**config.mk**
```make
export PLATFORM = sky130hd
export DESIGN_NAME = tdbd_round
export DESIGN_NICKNAME = d
export VERILOG_FILES = /design/src/hdl/table_driven_block_decrypt_unit_defines.svh /design/src/hdl/tdbd_pkg.sv /design/src/hdl/tdbd_round.sv
export SDC_FILE = /design/constraint.sdc
export NUM_CORES = 1
export LEC_CHECK = 0
export BUFFER_PORTS_ARGS = -buffer_cell sky130_fd_sc_hd__buf_2
export CAP_MARGIN = 20
export CORE_AREA = 2 2 302 304
export DETAILED_ROUTE_END_ITERATION = 10
export DIE_AREA = 0 0 304 306
export SLEW_MARGIN = 20
export SYNTH_ARGS = -nofsm -noshare
export SYNTH_HDL_FRONTEND = slang
export SYNTH_SLANG_ARGS = --single-unit
export TNS_END_PERCENT = 100
```
**constraint.sdc**
```tcl
create_clock -name vclk -period 1.8
set_input_delay 0.45 -clock vclk [all_inputs]
set_output_delay 0.45 -clock vclk [all_outputs]
set_load 0.01 [all_outputs]
```
**src/hdl/table_driven_block_decrypt_unit_defines.svh**
```systemverilog
// Assertion macros for the table-driven block decrypt unit.
// Both expect signals named clk and rst_n in the scope where they are used.
`ifndef TABLE_DRIVEN_BLOCK_DECRYPT_UNIT_DEFINES_SVH
`define TABLE_DRIVEN_BLOCK_DECRYPT_UNIT_DEFINES_SVH

// Same-cycle implication, checked outside reset.
`define TDBD_ASSERT_IMP(lbl, ante, cons, msg) \
    lbl: assert property (@(posedge clk) disable iff (!rst_n) (ante) |-> (cons)) \
        else $error(msg);

// Next-cycle implication, checked outside reset.
`define TDBD_ASSERT_NXT(lbl, ante, cons, msg) \
    lbl: assert property (@(posedge clk) disable iff (!rst_n) (ante) |=> (cons)) \
        else $error(msg);

`endif

```
**src/hdl/tdbd_pkg.sv**
```systemverilog
// ----------------------------------------------------------------------------
// tdbd_pkg
// Types, transaction kind codes and byte selection for the block decrypt unit.
// ----------------------------------------------------------------------------
`default_nettype none

package tdbd_pkg;

    typedef enum logic [1:0] {
        KIND_TABLE   = 2'd0,
        KIND_KEY     = 2'd1,
        KIND_DECRYPT = 2'd2,
        KIND_CHAIN   = 2'd3
    } kind_t;

    typedef enum logic {
        ST_IDLE = 1'b0,
        ST_RUN  = 1'b1
    } state_t;

    typedef logic [31:0]        word_t;
    typedef word_t [15:0]       tbl_words_t;
    typedef word_t [3:0]        key_words_t;
    typedef logic [127:0]       block_t;
    typedef logic [15:0][7:0]   bytes_t;

    // Source byte for each table in a shifted-row round
    localparam logic [3:0] SHIFT_PICK [16] = '{
        4'd0, 4'd7, 4'd10, 4'd13,
        4'd1, 4'd4, 4'd11, 4'd14,
        4'd2, 4'd5, 4'd8,  4'd15,
        4'd3, 4'd6, 4'd9,  4'd12
    };

    // Table index bytes for one round, straight or shifted-row order
    function automatic bytes_t pick_bytes(block_t s, logic shifted);
        bytes_t     b;
        logic [3:0] src;
        for (int i = 0; i < 16; i++)
        begin
            src  = shifted ? SHIFT_PICK[i] : 4'(i);
            b[i] = s[8*src +: 8];
        end
        return b;
    endfunction

endpackage

`default_nettype wire

```
**src/hdl/tdbd_round.sv**
```systemverilog
// ----------------------------------------------------------------------------
// tdbd_round
// Round combine: each state word is four table words XOR the round key.
// ----------------------------------------------------------------------------
`default_nettype none

module tdbd_round (
    input  wire tdbd_pkg::tbl_words_t tbl,
    input  wire tdbd_pkg::key_words_t key,
    output tdbd_pkg::block_t          state
);

    always_comb
    begin
        for (int k = 0; k < 4; k++)
        begin
            state[32*k +: 32] = key[k] ^ tbl[4*k] ^ tbl[4*k+1] ^ tbl[4*k+2] ^ tbl[4*k+3];
        end
    end

endmodule

`default_nettype wire

```
==> flow_metrics.tcl <==
set metrics [dict create \
    drive_above_1_share_pct 68.6 \
    irDropWorstVdd_mv 0.177 \
    cp.arrival_ns 1.38 \
    fp.dieW_um 304 \
    clkbuf_count 0 \
    die-area_mm2 0.0930 \
    io_buffer_count 768 \
    maxCapViolCount 0 \
    drtPass1Iterations 4 \
    cp_slowest_cell "xnor3_1" \
    rsz0062_at_grt "yes" \
    overflow 0 \
    drcViolationCount 0 \
    coreArea_mm2 0.0896 \
    startpoint_type "input port" \
    slowest_delay_ns 0.42 \
    power_mw 4.37 \
    crit_top_cell "buf_6" \
    powerDensity_mw_per_mm2 402 \
    io_pins 768 \
    syn-num-nets 1024 \
    min_period_ns 1.83 \
    placed_cell_area_mm2 0.0106 \
    worst_hold_slack_ns 1.29 \
    routed_wl_um 43700 \
    grt_pass1_vias 6447 \
    register_area_um2 0 \
    dp_hpwl_um 42400 \
    p_leak_nw 6.01 \
    yosysSeqAreaShare_pct 0 \
    relSlewSlack_pct 73.8 \
    yosysUniqueCellTypes 3 \
    areaGrowthSynthToFinish_pct 112 \
    gp_congestion 0.928 \
    worst-setup-path-type "in -> out" \
    seqPwrFrac_pct 0 \
    synth_area_mm2 0.00512 \
    finalInstanceArea_mm2 0.0109 \
    seq_cell_count 0 \
    critical_path_depth 5 \
    setup_viol 2 \
    start_util_pct 5.72 \
    drt_iter0_drc 173 \
    antenna_found_initial 73 \
    crit_chain "buf_6, xnor3_1, buf_12, xnor2_4, buf_6" \
    row_count 110 \
    crit_family "XOR/XNOR gates" \
    postCtsHoldBufs 0 \
    viasPerCell 2.66 \
    ant_nets 0 \
    path_buf_inv 3 \
    track_usage_pct 8.66 \
    cp.required_ns 1.35 \
    violations "negative setup slack" \
    finalNetCount 1808 \
    max_clock_freq_mhz 545 \
    grt_start_max_net_pins 2 \
    syn_inst 384 \
    ys_warn_count 0 \
    comb_power_share_pct 100.0 \
    tightest_slew_ns 0.391 \
    end_kind "output pin" \
    worstHoldPathType "in -> out" \
    detail_route.wl_per_cell_um 18.5 \
    setup_slack_ns -0.0346 \
    min_period_over_period_pct 102 \
    grt_first_pass_wirelength_um 54200 \
    syn_avg_cell_area_um2 13.3 \
    route.vias.total 6279 \
    crit_fanout 1 \
    die_h_um 306 \
    holdPathStages 4 \
    power_frac_clock_pct 0 \
    drv_slew 0 \
    hold_viol 0 \
    outcome "finished, violations left" \
    switchingPower_mw 1.96 \
    swShare_pct 44.9 \
    intPower_mw 2.41 \
]
[timing repair]
action / in CTS / in global routing
buffers inserted: 0 / 0
endpoints found under the setup margin: 9 / 24
pin swaps: 3 / 5
resized for setup: 27 / 31
[per-stage QoR]
step,setup TNS [ns],std cells,setup WS (ns),util (%)
6_report,-0.0379,2363,-0.0346,12.1
5_1_grt,-0.220,2349,-0.0659,12.1
4_1_cts,-0.150,2342,-0.0561,11.9
3_3_place_gp,-0.578,2342,-0.161,11.8
3_5_place_dp,-0.666,2342,-0.188,11.8
2_1_floorplan,0,384,0.286,-
[cell type report]
class              count  area, µm²
multi-input cells    384       5270
diodes                21       52.6
fillers            10300      78700
repair buffers       782       4070
well taps           1176       1470
[cells in the mapped netlist]
| library cell | count | area [µm²] |
|---|---|---|
| xnor3_1 | 128 | 2880 |
| xnor2_1 | 128 | 1120 |
| xor2_1 | 128 | 1120 |
[worst min-delay path, stage by stage]
cell	delay (ns)
buf_2	0.08
xor2_1	0.06
xnor2_1	0.11
buf_2	0.13
[kinds of logic (layout without fill, tap and decap cells)]
kind of cell	after synthesis	count (layout)	synth area share, %
xor gates and xnor gates	384	384	100
buffers and inverters	0	782	0
other	0	21	0
[metal layers]
metal	track usage [%]	up-vias	routed length, µm
met5	0	-	288
met4	1.45	46	1450
met3	4.54	128	6030
met2	14.8	517	20100
met1	9.61	2714	15800
li1	-	2874	-
[placed cells by master, fill, tap and decap left out, drive strengths merged]
cell type and n:
buf 777, clkbuf 5, diode 21, xnor2 128
xnor3 128, xor2 128
[power by group through the flow]
stage           clock [mW]  sequential (mW)  combinational, mW
6_report        0.00000157                0               4.37
5_1_grt        0.000000521                0               4.72
4_1_cts                  0                0               4.40
3_5_place_dp             0                0               4.27
3_3_place_gp             0                0               4.24
2_1_floorplan            0                0               2.10
[path summary, 6_finish.rpt]
| path | startpoint | endpoint | slack (ns) |
|---|---|---|---|
| hold / removal | tbl[245] | state[53] | 1.29 |
| setup / recovery | tbl[300] | state[76] | -0.03 |
No activity file was read; power rests on OpenSTA's default activity.
